--- src/hdl/index_register_control_unit_top_assert.svh ---
// Assertion macros for the index register control unit.
// Used by index_register_control_unit_top; needs no other file.
`ifndef INDEX_REGISTER_CONTROL_UNIT_TOP_ASSERT_SVH
`define INDEX_REGISTER_CONTROL_UNIT_TOP_ASSERT_SVH
`ifndef SYNTH
`define IRCU_ASSERT_NOW(label, clk, rstn, ante, cons) \
    label: assert property (@(posedge clk) disable iff (!rstn) (ante) |-> (cons)) \
        else $error("index register control unit assertion failed");
`define IRCU_ASSERT_NEXT(label, clk, rstn, ante, cons) \
    label: assert property (@(posedge clk) disable iff (!rstn) (ante) |=> (cons)) \
        else $error("index register control unit assertion failed");
`else
`define IRCU_ASSERT_NOW(label, clk, rstn, ante, cons)
`define IRCU_ASSERT_NEXT(label, clk, rstn, ante, cons)
`endif
`endif

--- src/hdl/ircu_pkg.sv ---
// Shared types and constants of the index register control unit.
// Used by every module of the block; depends on nothing.
`default_nettype none
package ircu_pkg;

    localparam int NUM_INDEX_REGS = 4;
    localparam int SEL_W          = 2;
    localparam int DATA_W         = 32;
    localparam int RANGE_W        = 10;
    localparam int CMD_W          = 3;
    localparam int CFG_INDEX_W    = 3;
    localparam int FRAC_W         = 16;

    localparam logic [CMD_W-1:0] CMD_ADD    = 3'd0;
    localparam logic [CMD_W-1:0] CMD_MOVE   = 3'd1;
    localparam logic [CMD_W-1:0] CMD_CHECK  = 3'd2;
    localparam logic [CMD_W-1:0] CMD_MODULO = 3'd3;

    localparam logic [CFG_INDEX_W-1:0] REG_X_RANGE       = 3'd0;
    localparam logic [CFG_INDEX_W-1:0] REG_Y_RANGE       = 3'd1;
    localparam logic [CFG_INDEX_W-1:0] REG_U_RANGE       = 3'd2;
    localparam logic [CFG_INDEX_W-1:0] REG_V_RANGE       = 3'd3;
    localparam logic [CFG_INDEX_W-1:0] REG_COUNTER0_LOAD = 3'd4;
    localparam logic [CFG_INDEX_W-1:0] REG_COUNTER1_LOAD = 3'd5;

    typedef enum logic [2:0] {
        OP_NONE   = 3'd0,
        OP_ADD    = 3'd1,
        OP_MOVE   = 3'd2,
        OP_CHECK  = 3'd3,
        OP_MODULO = 3'd4
    } op_t;

    typedef struct packed {
        op_t               op;
        logic [SEL_W-1:0]  sel;
        logic [DATA_W-1:0] operand;
        logic              dec0;
        logic              dec1;
    } item_t;

endpackage
`default_nettype wire

--- src/hdl/index_register_control_unit_top.sv ---
// Index register control unit: four 16.16 index registers with add, move,
// range check and modulo wrap, plus two loop counters that count down to zero.
// Usage:
//   Items arrive on the s_ channel and each produces one result transfer on the
//   m_ channel, in order. Configuration writes arrive on the cfg_ channel
//   (index 0 to 3 set the x, y, u, v ranges, 4 and 5 load the counters) and
//   are always accepted; they must only be issued while the block is idle.
//   An input transfer is held in the front queue and then executed in the
//   execute stage, which fills the result register that drives m_valid.
//   Throughput is one item per cycle while the receiver does not stall.
//   When the receiver stalls, the result register holds, the two-entry queue
//   fills, and s_ready drops once both entries are occupied.
//   Synchronous active-low reset clears all index registers, ranges, counters
//   and flags at once and empties the queue; no clearing pass follows.
// Depends on ircu_pkg, ircu_front, ircu_queue, ircu_back and the assertion
// macro header.
`default_nettype none
`include "index_register_control_unit_top_assert.svh"
module index_register_control_unit_top (
    input  wire logic                                aclk,
    input  wire logic                                aresetn,
    input  wire logic                                s_valid,
    output logic                                     s_ready,
    input  wire logic [ircu_pkg::CMD_W-1:0]          s_command,
    input  wire logic [ircu_pkg::SEL_W-1:0]          s_index_select,
    input  wire logic [ircu_pkg::DATA_W-1:0]         s_operand_value,
    input  wire logic                                s_dec_counter0,
    input  wire logic                                s_dec_counter1,
    input  wire logic                                cfg_valid,
    output logic                                     cfg_ready,
    input  wire logic [ircu_pkg::CFG_INDEX_W-1:0]    cfg_index,
    input  wire logic [ircu_pkg::DATA_W-1:0]         cfg_data,
    output logic                                     m_valid,
    input  wire logic                                m_ready,
    output logic [ircu_pkg::DATA_W-1:0]              m_index_value,
    output logic [ircu_pkg::DATA_W-1:0]              m_counter0_value,
    output logic [ircu_pkg::DATA_W-1:0]              m_counter1_value,
    output logic                                     m_counter0_zero,
    output logic                                     m_counter1_zero,
    output logic                                     m_mod_ge,
    output logic                                     m_mod_mi
);

    logic            push_valid, push_ready, pop_valid, pop_ready;
    ircu_pkg::item_t push_item, pop_item;

    assign cfg_ready = 1'b1;

    ircu_front u_front (
        .s_valid         (s_valid),
        .s_ready         (s_ready),
        .s_command       (s_command),
        .s_index_select  (s_index_select),
        .s_operand_value (s_operand_value),
        .s_dec_counter0  (s_dec_counter0),
        .s_dec_counter1  (s_dec_counter1),
        .push_valid      (push_valid),
        .push_ready      (push_ready),
        .push_item       (push_item)
    );

    ircu_queue u_queue (
        .aclk       (aclk),
        .aresetn    (aresetn),
        .push_valid (push_valid),
        .push_ready (push_ready),
        .push_item  (push_item),
        .pop_valid  (pop_valid),
        .pop_ready  (pop_ready),
        .pop_item   (pop_item)
    );

    ircu_back u_back (
        .aclk             (aclk),
        .aresetn          (aresetn),
        .pop_valid        (pop_valid),
        .pop_ready        (pop_ready),
        .pop_item         (pop_item),
        .cfg_write        (cfg_valid && cfg_ready),
        .cfg_index        (cfg_index),
        .cfg_data         (cfg_data),
        .m_valid          (m_valid),
        .m_ready          (m_ready),
        .m_index_value    (m_index_value),
        .m_counter0_value (m_counter0_value),
        .m_counter1_value (m_counter1_value),
        .m_counter0_zero  (m_counter0_zero),
        .m_counter1_zero  (m_counter1_zero),
        .m_mod_ge         (m_mod_ge),
        .m_mod_mi         (m_mod_mi)
    );

    `IRCU_ASSERT_NEXT(a_pop_loads_result, aclk, aresetn, pop_valid && pop_ready, m_valid)
    `IRCU_ASSERT_NOW(a_full_queue_nonempty, aclk, aresetn, !s_ready, pop_valid)
    `IRCU_ASSERT_NOW(a_no_pop_when_stalled, aclk, aresetn, m_valid && !m_ready, !pop_ready)
    `IRCU_ASSERT_NOW(a_mod_flags_exclusive, aclk, aresetn, m_valid, !(m_mod_ge && m_mod_mi))

endmodule
`default_nettype wire

--- src/hdl/ircu_front.sv ---
// Front part: accepts input transfers and classifies the command.
// Depends on ircu_pkg.
`default_nettype none
module ircu_front (
    input  wire logic                            s_valid,
    output logic                                 s_ready,
    input  wire logic [ircu_pkg::CMD_W-1:0]      s_command,
    input  wire logic [ircu_pkg::SEL_W-1:0]      s_index_select,
    input  wire logic [ircu_pkg::DATA_W-1:0]     s_operand_value,
    input  wire logic                            s_dec_counter0,
    input  wire logic                            s_dec_counter1,
    output logic                                 push_valid,
    input  wire logic                            push_ready,
    output ircu_pkg::item_t                      push_item
);

    ircu_pkg::op_t op;

    always_comb begin
        case (s_command)
            ircu_pkg::CMD_ADD:    op = ircu_pkg::OP_ADD;
            ircu_pkg::CMD_MOVE:   op = ircu_pkg::OP_MOVE;
            ircu_pkg::CMD_CHECK:  op = ircu_pkg::OP_CHECK;
            ircu_pkg::CMD_MODULO: op = ircu_pkg::OP_MODULO;
            default:              op = ircu_pkg::OP_NONE;
        endcase
    end

    assign push_item.op      = op;
    assign push_item.sel     = s_index_select;
    assign push_item.operand = s_operand_value;
    assign push_item.dec0    = s_dec_counter0;
    assign push_item.dec1    = s_dec_counter1;
    assign push_valid        = s_valid;
    assign s_ready           = push_ready;

endmodule
`default_nettype wire

--- src/hdl/ircu_queue.sv ---
// Two-entry queue between the front and back parts.
// Depends on ircu_pkg.
`default_nettype none
module ircu_queue (
    input  wire logic       aclk,
    input  wire logic       aresetn,
    input  wire logic       push_valid,
    output logic            push_ready,
    input  ircu_pkg::item_t push_item,
    output logic            pop_valid,
    input  wire logic       pop_ready,
    output ircu_pkg::item_t pop_item
);

    ircu_pkg::item_t entry_reg [2];
    logic [1:0] count_reg, count_next;
    logic       wr_ptr_reg, rd_ptr_reg;
    logic       push, pop;

    assign push_ready = (count_reg != 2'd2);
    assign pop_valid  = (count_reg != 2'd0);
    assign pop_item   = entry_reg[rd_ptr_reg];
    assign push       = push_valid && push_ready;
    assign pop        = pop_valid && pop_ready;

    always_comb begin
        count_next = count_reg;
        if (push && !pop) begin
            count_next = count_reg + 2'd1;
        end else if (pop && !push) begin
            count_next = count_reg - 2'd1;
        end
    end

    always_ff @(posedge aclk) begin
        if (!aresetn) begin
            count_reg  <= 2'd0;
            wr_ptr_reg <= 1'b0;
            rd_ptr_reg <= 1'b0;
        end else begin
            count_reg <= count_next;
            if (push) begin
                wr_ptr_reg <= ~wr_ptr_reg;
            end
            if (pop) begin
                rd_ptr_reg <= ~rd_ptr_reg;
            end
        end
    end

    always_ff @(posedge aclk) begin
        if (push) begin
            entry_reg[wr_ptr_reg] <= push_item;
        end
    end

endmodule
`default_nettype wire

--- src/hdl/ircu_back.sv ---
// Back part: executes queued items on the index registers, counters and flags,
// takes configuration writes and holds the result register. Depends on ircu_pkg.
`default_nettype none
module ircu_back (
    input  wire logic                               aclk,
    input  wire logic                               aresetn,
    input  wire logic                               pop_valid,
    output logic                                    pop_ready,
    input  ircu_pkg::item_t                         pop_item,
    input  wire logic                               cfg_write,
    input  wire logic [ircu_pkg::CFG_INDEX_W-1:0]   cfg_index,
    input  wire logic [ircu_pkg::DATA_W-1:0]        cfg_data,
    output logic                                    m_valid,
    input  wire logic                               m_ready,
    output logic [ircu_pkg::DATA_W-1:0]             m_index_value,
    output logic [ircu_pkg::DATA_W-1:0]             m_counter0_value,
    output logic [ircu_pkg::DATA_W-1:0]             m_counter1_value,
    output logic                                    m_counter0_zero,
    output logic                                    m_counter1_zero,
    output logic                                    m_mod_ge,
    output logic                                    m_mod_mi
);

    localparam int DW = ircu_pkg::DATA_W;

    logic [DW-1:0]                   index_reg [ircu_pkg::NUM_INDEX_REGS];
    logic [ircu_pkg::RANGE_W-1:0]    range_reg [ircu_pkg::NUM_INDEX_REGS];
    logic [DW-1:0]                   cnt0_reg, cnt0_next, cnt1_reg, cnt1_next;
    logic                            z0_reg, z0_next, z1_reg, z1_next;
    logic                            ge_reg, ge_next, mi_reg, mi_next;
    logic                            out_valid_reg;
    logic [DW-1:0]                   out_index_reg, out_cnt0_reg, out_cnt1_reg;
    logic                            out_z0_reg, out_z1_reg, out_ge_reg, out_mi_reg;

    logic [DW-1:0] cur, rng, upper, wrapped, index_next;
    logic          at_or_above, pop;

    assign pop_ready = !out_valid_reg || m_ready;
    assign pop       = pop_valid && pop_ready;

    always_comb begin
        cur         = index_reg[pop_item.sel];
        rng         = {{(DW - ircu_pkg::RANGE_W - ircu_pkg::FRAC_W){1'b0}},
                       range_reg[pop_item.sel], {ircu_pkg::FRAC_W{1'b0}}};
        upper       = {cur[DW-1:ircu_pkg::FRAC_W], {ircu_pkg::FRAC_W{1'b0}}};
        at_or_above = ($signed(upper) >= $signed(rng));
        if (at_or_above) begin
            wrapped = cur - rng;
        end else if (cur[DW-1]) begin
            wrapped = cur + rng;
        end else begin
            wrapped = cur;
        end

        index_next = cur;
        ge_next    = ge_reg;
        mi_next    = mi_reg;
        case (pop_item.op)
            ircu_pkg::OP_ADD: begin
                index_next = cur + pop_item.operand;
            end
            ircu_pkg::OP_MOVE: begin
                index_next = pop_item.operand;
            end
            ircu_pkg::OP_CHECK: begin
                ge_next = at_or_above;
                mi_next = !at_or_above && cur[DW-1];
            end
            ircu_pkg::OP_MODULO: begin
                index_next = wrapped;
                ge_next    = at_or_above;
                mi_next    = !at_or_above && cur[DW-1];
            end
            default: begin
                index_next = cur;
            end
        endcase

        cnt0_next = cnt0_reg;
        z0_next   = z0_reg;
        if (pop_item.dec0) begin
            z0_next   = (cnt0_reg[DW-1:1] == '0);
            cnt0_next = (cnt0_reg == '0) ? cnt0_reg : cnt0_reg - DW'(1);
        end
        cnt1_next = cnt1_reg;
        z1_next   = z1_reg;
        if (pop_item.dec1) begin
            z1_next   = (cnt1_reg[DW-1:1] == '0);
            cnt1_next = (cnt1_reg == '0) ? cnt1_reg : cnt1_reg - DW'(1);
        end
    end

    always_ff @(posedge aclk) begin
        if (!aresetn) begin
            for (int i = 0; i < ircu_pkg::NUM_INDEX_REGS; i++) begin
                index_reg[i] <= '0;
                range_reg[i] <= '0;
            end
            cnt0_reg      <= '0;
            cnt1_reg      <= '0;
            z0_reg        <= 1'b0;
            z1_reg        <= 1'b0;
            ge_reg        <= 1'b0;
            mi_reg        <= 1'b0;
            out_valid_reg <= 1'b0;
        end else begin
            if (pop) begin
                index_reg[pop_item.sel] <= index_next;
                cnt0_reg      <= cnt0_next;
                cnt1_reg      <= cnt1_next;
                z0_reg        <= z0_next;
                z1_reg        <= z1_next;
                ge_reg        <= ge_next;
                mi_reg        <= mi_next;
                out_valid_reg <= 1'b1;
            end else if (m_ready) begin
                out_valid_reg <= 1'b0;
            end
            if (cfg_write) begin
                case (cfg_index)
                    ircu_pkg::REG_X_RANGE: range_reg[0] <= cfg_data[ircu_pkg::RANGE_W-1:0];
                    ircu_pkg::REG_Y_RANGE: range_reg[1] <= cfg_data[ircu_pkg::RANGE_W-1:0];
                    ircu_pkg::REG_U_RANGE: range_reg[2] <= cfg_data[ircu_pkg::RANGE_W-1:0];
                    ircu_pkg::REG_V_RANGE: range_reg[3] <= cfg_data[ircu_pkg::RANGE_W-1:0];
                    ircu_pkg::REG_COUNTER0_LOAD: cnt0_reg <= cfg_data;
                    ircu_pkg::REG_COUNTER1_LOAD: cnt1_reg <= cfg_data;
                    default: begin
                    end
                endcase
            end
        end
    end

    always_ff @(posedge aclk) begin
        if (pop) begin
            out_index_reg <= index_next;
            out_cnt0_reg  <= cnt0_next;
            out_cnt1_reg  <= cnt1_next;
            out_z0_reg    <= z0_next;
            out_z1_reg    <= z1_next;
            out_ge_reg    <= ge_next;
            out_mi_reg    <= mi_next;
        end
    end

    assign m_valid          = out_valid_reg;
    assign m_index_value    = out_index_reg;
    assign m_counter0_value = out_cnt0_reg;
    assign m_counter1_value = out_cnt1_reg;
    assign m_counter0_zero  = out_z0_reg;
    assign m_counter1_zero  = out_z1_reg;
    assign m_mod_ge         = out_ge_reg;
    assign m_mod_mi         = out_mi_reg;

endmodule
`default_nettype wire
--- config.mk ---
export PLATFORM = sky130hd
export DESIGN_NAME = index_register_control_unit_top
export DESIGN_NICKNAME = d
export VERILOG_FILES = /design/src/hdl/ircu_pkg.sv /design/src/hdl/index_register_control_unit_top.sv /design/src/hdl/ircu_front.sv /design/src/hdl/ircu_queue.sv /design/src/hdl/ircu_back.sv
export VERILOG_INCLUDE_DIRS = /design/src /design/src/hdl
export SDC_FILE = /design/constraint.sdc
export NUM_CORES = 1
export LEC_CHECK = 0
export BUFFER_PORTS_ARGS = -buffer_cell sky130_fd_sc_hd__buf_2
export CAP_MARGIN = 20
export CORE_ASPECT_RATIO = 2
export CORE_MARGIN = 1
export CORE_UTILIZATION = 30
export CTS_CLUSTER_SIZE = 16
export DETAILED_ROUTE_END_ITERATION = 12
export SYNTH_ARGS = -nofsm -noshare
export SYNTH_HDL_FRONTEND = slang
export SYNTH_SLANG_ARGS = --single-unit
--- constraint.sdc ---
create_clock -name aclk -period 6.1 [get_ports aclk]
set_input_delay 0.305 -clock aclk [delete_from_list [all_inputs] [get_ports aclk]]
set_output_delay 0.305 -clock aclk [all_outputs]
set_load 0.01 [all_outputs]
# Word-level counts from Yosys, hierarchy flattened
# Memory sizes are Yosys's and may differ from the RTL's. A register that Yosys moved wholly into a read port is not among the register bits.
# Index checks and enable logic that the tools add are counted.
# classes
n_bitwise,6
eq_ne,13
order_cmp,1
addsub,7
reduce_logical,21
mux,53
# ops
operator,count
$mux W32,13
$pmux W32 S3,1
$logic_not A32 Y1,2
$sub A32 B1 Y32 const B,2
$logic_not A31 Y1,2
$mux W10,4
$add A32 B26 Y32,1
$add A32 B32 Y32,1
$ge A32 B27 Y1,1
$reduce_or A32 Y1,1
$sub A32 B26 Y32,1
$mux W1,31
$eq A3 B2 Y1 const B,6
$pmux W3 S4,1
$eq A3 B1 Y1 const B,3
$eq A3 B3 Y1 const B,3
$logic_not A3 Y1,2
$mux W2,3
$reduce_bool A2 Y1,3
$logic_and A1 B1 Y1,5
$logic_not A1 Y1,4
$or A1 B1 Y1,4
$add A2 B1 Y2 const B,1
$ne A2 B2 Y1 const B,1
4 further kinds,5
# totals
out_inout_bits,103
ram_bits,246
mem_count,3
wordCells,121
register_bits,173
# memory_table
name,depth,width,read_ports,rd_ports_with_merged_regs,wr,line_no,rtl
u_back.index_reg,4,32,1,0,4,ircu_back.sv:26,logic [DW-1:0] index_reg [ircu_pkg::NUM_INDEX_REGS];
u_queue.entry_reg,2,39,1,1,1,ircu_queue.sv:15,ircu_pkg::item_t entry_reg [2];
u_back.range_reg,4,10,1,0,4,ircu_back.sv:27,logic [ircu_pkg::RANGE_W-1:0] range_reg [ircu_pkg::NUM_INDEX_REGS];

# Longest topological paths before layout
# Gate-level depths: netlist (run 1).
# logic_depth
ltp_word,8
ltp_mapped,22

# By module
# Synthesis (run 1) repeated with hierarchy kept, for this count alone.
# unflattened
cells_unflattened,1973
area_unflattened_um2,22146.2
# by_module_without_submodules
mod,seq_area_each_um2,instances,cells_per_inst,area_each_um2
ircu_back,9429.0,1,1783,18775.5
ircu_queue,2442.3,1,145,3050.4
ircu_front,0.0,1,43,309.0
index_register_control_unit_top,0.0,1,2,11.3

# Worst setup path after synthesis (run 1)
# Ideal clock, no wire load.
# synth_path
kind,register to register
start,register with a tool-made name
end,"memory u_back.index_reg[0][20] (netlist bit), data pin"
path_buffers,6
path_stages_with_launch,21
slack_ns,0.869
required_time_ns,5.825
setup_time_ns,0.275
synth_period_minus_slack_ns,5.231
arrival_ns,4.957
cell_sequence,dfxtp_1 buf_2 mux2i_1 buf_2 buf_2 buf_2 buf_1 buf_1 a211oi_1 a31oi_1 ha_1 inv_1 fa_1 nand2b_1 a221oi_1 o211a_1 a21o_1 nor3_1 mux2_2 a221oi_1 nor2_1
# synth_rtl
item,line_no
end: declaration,ircu_back.sv:26

==> results.py, run 1 <==
metrics = {
    "timing": {
        "rsz0062_at_grt": "false",
        "relSlewSlack_pct": 26.0,
        "finalCritPeriodShare_pct": 96.7,
        "holdWs_ns": 0.0355,
        "setup_viol": 0,
        "slew_viol_final": 0,
        "tightest_slew_ns": 1.10,
        "min_period_ns": 5.90,
        "hold_viol_final": 0,
        "fmax_ghz": 0.170,
        "tns_ns": 0,
        "fin_worst_skew_ns": 0.0176,
    },
    "drt": {
        "vias": 17500,
        "vias_per_cell": 5.37,
        "drt_pass1_iterations": 5,
        "drt-total-wl_um": 78400,
        "drtIter0Drc": 1100,
        "drcViolationCount": 0,
        "antenna_left": 0,
        "avgRoutedWirePerCell_um": 24.1,
    },
    "grt": {
        "grt_overflow": 0,
        "top_usage_layer": "met2",
        "grtUsageMet3_pct": 2.97,
        "antenna_found_initial": 5,
        "grt_max_degree": 71,
        "use_met2_pct": 38.8,
        "grt_use_met1_pct": 19.7,
        "grt_pass1_wl_um": 115000,
        "grt_pass1_vias": 18000,
        "track_usage_pct": 20.6,
    },
    "yosys": {
        "synthMostInstantiatedCell": "edfxtp_1",
        "synth_async_sr_flop_share_pct": 0,
        "ys_ff_latch": 420,
        "synthesis.area_um2": 22300,
        "postSynthAreaPerCell_um2": 10.7,
        "ys_types": 92,
        "synth_edf_count": 346,
        "syn_nets": 2228,
        "synth_commonest_cells": "edfxtp_1 (346), nor2_1 (227), nand2_1 (168)",
        "synthFlopType": "edfxtp_1",
        "synth_area_leaders": "edfxtp_1 (47%), dfxtp_1 (6.6%), nor2_1 (3.8%), xnor2_1 (3.2%), ha_1 (3.1%)",
        "yosysTopAreaCell": "edfxtp_1",
        "synth_top_area_share_pct": 46.5,
        "synth_cells": 2090,
        "ys_warn_count": 0,
        "ys_seq_area_share_pct": 53.2,
    },
    "status": {
        "status": "finished clean",
    },
    "power": {
        "comb_power_share_pct": 53.0,
        "sequentialPowerShare_pct": 30.2,
        "p_leak_nw": 10.0,
        "p_per_area_nw_per_um2": 588,
        "p_sw_w": 0.00698,
        "p_int_w": 0.00841,
        "pwr-share-clk_pct": 16.9,
        "switching_share_pct": 45.3,
        "irDropWorstVdd_mv": 0.281,
    },
    "clock_network": {
        "htree_num_levels": 2,
        "clock_latency_ns": 0.60,
        "cts.path.max_buffers": 3,
        "cts_num_sinks": 420,
        "root_buffer": "clkbuf_16",
        "clk_pin_slew_ns": 0.07,
        "cts_buffers": 42,
        "post_cts_buffers": 0,
        "cts_resized": 0,
        "cts_tree": "done",
    },
    "cells_and_area": {
        "final_nets": 2435,
        "drive_gt1_share_pct": 16.4,
        "area_delta_synth_final_pct": 17.3,
        "n_antenna_cell": 0,
        "largest_register_ff_count": 128,
        "finish.utilization_pct": 35.5,
    },
    "setup_path": {
        "cpMaxStageDelayCell": "nor4_1",
        "cp_num_cells": 14,
        "crit_buf_inv": 2,
        "endpoint": "u_back.index_reg[2][28]",
        "critPathLaunchType": "flip-flop",
        "ff2ff_setup_slack_ns": 0.20,
        "cp.required_ns": 6.44,
        "endpoint_kind": "flip-flop",
        "cp_cell_sequence": "mux2i_4 -> buf_4 -> a211oi_1 -> a31oi_1 -> ha_1 -> nand2b_1 -> a221oi_1 -> o211a_1 -> a21o_1 -> a211oi_1 -> mux2i_1 -> nor4_1 -> buf_4 -> nor2_1",
        "reg2reg_depth": 14,
        "worstPathMaxFanout": 38,
        "worstPathArrival_ns": 6.24,
        "path_class": "reg2reg",
        "r2r-end": "u_back.index_reg[2][28]",
        "cp_top_family": "compound AO/OA/AOI/OAI gates",
        "critPathMaxStageDelay_ns": 0.86,
    },
    "floorplan": {
        "io_pins": 182,
        "core.rowCount": 141,
        "die_h_um": 388,
        "dieWidth_um": 195,
        "core_area_um2": 73700,
        "start_util_pct": 30.3,
        "die_area_um2": 75600,
    },
    "placement": {
        "portBuffers": 180,
        "gp_congestion": 1.02,
        "place_hpwl_um": 57400,
    },
    "run": {
        "maxCapViolations": 0,
    },
    "min_path": {
        "hp-class": "in2reg",
    },
}
==> layer usage <==
metal / vias to the layer above / routed length, um
li1: 8077 / -
met1: 8597 / 25900
met2: 603 / 42000
met3: 213 / 3810
met4: 2 / 6720
met5: - / 13
==> final cells by class <==
type                    instances  area (um^2)
repair buffers                279         1760
inverters                      65          249
multi-input cells            1489         9800
clock inverters                19          186
well taps                     929         1160
fillers                      7419        47600
clock buffers                  58         1150
flip-flops and latches        420        11900
==> cells in the final DEF, fill, tap and decap left out, drive strengths merged, types with 16 or more instances in the layout <==
master | synthesis | layout
dlygate4sd3 | 0 | 39
nand2b | 20 | 20
dfxtp | 74 | 74
or3 | 17 | 17
xnor2 | 82 | 82
a21oi | 108 | 108
nor4 | 23 | 23
nor2 | 227 | 227
clkbuf | 95 | 59
ha | 56 | 56
buf | 21 | 239
inv | 64 | 66
or4 | 16 | 16
nor3 | 56 | 56
nand3 | 31 | 31
mux2 | 37 | 37
o21ai | 100 | 100
o211ai | 16 | 16
and2 | 74 | 74
a31oi | 46 | 46
edfxtp | 346 | 346
o21a | 20 | 20
a211oi | 46 | 46
nand2 | 168 | 168
mux2i | 46 | 46
nor2b | 37 | 37
xor2 | 69 | 69
a21o | 17 | 17
==> worst register-to-register path, cell delays in order (launching register included) <==
cell,delay [ns]
dfxtp_2,0.43
mux2i_4,0.57
buf_4,0.52
a211oi_1,0.10
a31oi_1,0.69
ha_1,0.45
nand2b_1,0.20
a221oi_1,0.48
o211a_1,0.30
a21o_1,0.45
a211oi_1,0.13
mux2i_1,0.16
nor4_1,0.86
buf_4,0.27
nor2_1,0.05
==> through the flow <==
stage | cell area, um^2 | setup slack, ns | total power (W) | std cells
final | 26200 | 0.203 | 0.0154 | 3259
after global routing | 26200 | 0.0147 | 0.0162 | 3259
after CTS | 26200 | 0.180 | 0.0154 | 3257
after detailed placement | 24400 | 0.169 | 0.0128 | 3141
after global placement | 24400 | 0.258 | 0.0127 | 3141
after floorplan | 22300 | 0.869 | 0.00971 | 2090
==> repair_timing <==
| item | 4_1_cts | 5_1_grt |
|---|---|---|
| hold endpoints to repair | 76 | 0 |
| endpoints found under the setup margin | 0 | 0 |
| hold buffers | 39 | 0 |
==> power by group through the flow <==
stage | sequential [W] | clock [W] | combinational [W]
2_1_floorplan | 0.00475 | 0 | 0.00497
3_3_place_gp | 0.00468 | 0 | 0.00802
3_5_place_dp | 0.00469 | 0 | 0.00806
4_1_cts | 0.00465 | 0.00266 | 0.00813
5_1_grt | 0.00473 | 0.00274 | 0.00878
6_report | 0.00465 | 0.00259 | 0.00815
==> worst min-delay path by stage <==
stage	startpoint	depth (start not counted)	slack, ns	to
after floorplan	s_dec_counter1	0	0.40	u_queue.entry_reg[0][0]
after global placement	u_back.z1_reg	2	0.44	u_back.z1_reg
after detailed placement	u_back.z1_reg	2	0.47	u_back.z1_reg
after CTS	cfg_data[13]	3	0.003	u_back.cnt0_reg[13]
after global routing	cfg_data[24]	3	0.03	u_back.cnt0_reg[24]
final	cfg_data[12]	3	0.04	u_back.cnt0_reg[12]
==> cells by family (layout without fill, tap and decap cells) <==
logic type	count (synthesis)	count (layout)	share of synthesized area, %
buffers and inverters	181	421	3.19
XOR/XNOR	151	151	5.92
multiplexers	88	88	4.43
other	1	1	0.0168
AO/OA/AOI/OAI	459	459	13.7
AND/OR/NAND/NOR	731	731	16.1
adder cells (fa/ha/maj)	59	59	3.41
flip-flops	420	420	53.2
No activity file was read; power rests on OpenSTA's default activity.
==> run 2, diff against run 1 <==
- MAX_ROUTING_LAYER: not set -> met4
==> results.py, run 2 (synthesis results as in run 1) <==
metrics = {
    "setup_path": {
        "cp_common_cell": "a31oi_1",
        "reg2reg_depth": 14,
        "cp.required_ns": 6.42,
        "worstPathMaxFanout": 39,
        "worstPathArrival_ns": 5.91,
        "endpoint_kind": "flip-flop",
        "critPathMaxStageDelay_ns": 0.90,
        "critPathLaunchType": "flip-flop",
        "ff2ff_setup_slack_ns": 0.51,
        "cp_cell_sequence": "mux2i_4 -> buf_4 -> nand2_1 -> a31oi_1 -> inv_1 -> fa_1 -> nor2b_1 -> o2111a_1 -> or4_1 -> nand3_1 -> a221oi_1 -> o211ai_1 -> a31oi_1 -> nor2_1",
        "cpMaxStageDelayCell": "a31oi_1",
        "r2r-end": "u_back.index_reg[1][24]",
        "path_class": "reg2reg",
    },
    "grt": {
        "grt_pass1_vias": 18200,
        "grt_overflow": 0,
        "grt_pass1_wl_um": 116000,
        "track_usage_pct": 21.3,
        "antenna_found_initial": 2,
        "grt_max_degree": 77,
    },
    "drt": {
        "drcViolationCount": 0,
        "wl_met3_um": 3650,
        "dr.max_layer_used": "met4",
        "m1WireLength_um": 26700,
        "drt-total-wl_um": 79200,
        "antenna_left": 0,
        "drt_pass1_iterations": 8,
        "vias_per_cell": 5.39,
        "drtIter0Drc": 1141,
        "met2_length_um": 42300,
        "avgRoutedWirePerCell_um": 24.3,
        "vias": 17600,
    },
    "timing": {
        "tns_ns": 0,
        "min_period_ns": 5.59,
        "fmax_ghz": 0.179,
        "tightest_slew_ns": 1.13,
        "worst_slack_ns": 0.508,
        "finalCritPeriodShare_pct": 91.7,
        "slew_viol_final": 0,
        "setup_viol": 0,
        "relSlewSlack_pct": 24.6,
        "fin_worst_skew_ns": 0.0258,
        "hold_viol_final": 0,
        "rsz0062_at_grt": "false",
    },
    "min_path": {
        "worstHoldStart": "cfg_data[15]",
        "hp-class": "in2reg",
        "hold_depth": 3,
        "whs_endpoint": "u_back.cnt0_reg[15]",
    },
    "cells_and_area": {
        "fillers": 7382,
        "final_common_cell": "edfxtp_1",
        "layout.cells.non_filler": 3260,
        "largest_register_ff_count": 128,
        "final_nets": 2434,
        "multi_input_area_um2": 9800,
        "drive_gt1_share_pct": 16.7,
        "area_delta_synth_final_pct": 17.8,
        "mostFrequentLayoutCells": "edfxtp_1 (346), nor2_1 (226), buf_2 (180), nand2_1 (167), a21oi_1 (107)",
        "seq_area_um2": 11900,
        "finish.utilization_pct": 35.7,
    },
    "floorplan": {
        "core.rowCount": 141,
        "die_h_um": 388,
        "start_util_pct": 30.3,
        "dieWidth_um": 195,
        "die_area_um2": 75600,
        "core_area_um2": 73700,
        "io_pins": 182,
    },
    "clock_network": {
        "cts_resized": 0,
        "clk_pin_slew_ns": 0.07,
        "clock_latency_ns": 0.60,
        "root_buffer": "clkbuf_16",
        "cts_num_sinks": 420,
        "cts_buffers": 43,
        "cts.path.max_buffers": 3,
        "htree_num_levels": 2,
        "cts_tree": "done",
    },
    "status": {
        "status": "finished clean",
    },
    "placement": {
        "post-place-ws_ns": 0.518,
        "gp_congestion": 1.00,
        "portBuffers": 180,
        "placed_cells": 3138,
        "place_hpwl_um": 57700,
    },
    "power": {
        "irDropWorstVdd_mv": 0.399,
        "p_leak_nw": 10.0,
        "p_per_area_nw_per_um2": 593,
        "finalPower_w": 0.0156,
    },
    "run": {
        "maxCapViolations": 0,
    },
}
==> run 2: stage by stage <==
stage          cell area [um^2]  hold WS (ns)
5_1_grt                   26300        0.0284
4_1_cts                   26300       0.00592
3_3_place_gp              24400         0.444
3_5_place_dp              24400         0.462
2_1_floorplan             22300         0.404
6_report                  26300        0.0267
==> run 2: how the worst max path moves through the flow <==
stage / to / slack [ns] / depth (start not counted)
floorplan: u_back.index_reg[0][20] / 0.87 / 20
global placement: u_back.index_reg[1][24] / 0.58 / 14
detailed placement: u_back.index_reg[1][24] / 0.52 / 14
CTS: u_back.index_reg[1][24] / 0.53 / 14
global route: u_back.index_reg[1][24] / 0.18 / 14
finish: u_back.index_reg[1][24] / 0.51 / 14
==> run 2: routing by layer <==
layer	track usage, %	up-vias
met5	-	-
met4	15.8	0
met3	3.03	210
met2	38.7	625
met1	20.4	8661
li1	-	8080
==> run 2: timing repair <==
| action | in CTS | in global routing |
|---|---|---|
| buffers inserted | 0 | 0 |
| hold endpoints to repair | 76 | 0 |
| hold buffers | 40 | 0 |
==> run 2: cell type report <==
| class | count | area share (%) |
|---|---|---|
| tap | 929 | 4.42 |
| sequential | 420 | 45.2 |
| antenna | 1 | 0.00952 |
| multi-input combinational | 1489 | 37.3 |
| inverter | 65 | 0.947 |
| clock inverter | 26 | 1.17 |
| timing repair buffer | 277 | 6.61 |
| clock buffer | 53 | 4.39 |
==> run 2: power by group <==
part / leakage (nW) / internal [W] / switching (W)
Combinational: 5.30 / 0.00278 / 0.00537
Sequential: 4.03 / 0.00420 / 0.000446
Clock: 0.718 / 0.00158 / 0.00122
==> run 2: worst max-delay path, delay by kind of cell, from the launching register on <==
kind / cells / cell delay (ns)
AND/OR/NAND/NOR: 5 / 0.71
flip-flops: 1 / 0.42
buffers and inverters: 2 / 0.67
adder cells (fa/ha/maj): 1 / 0.45
AO/OA/AOI/OAI: 5 / 2.39
multiplexers: 1 / 0.64
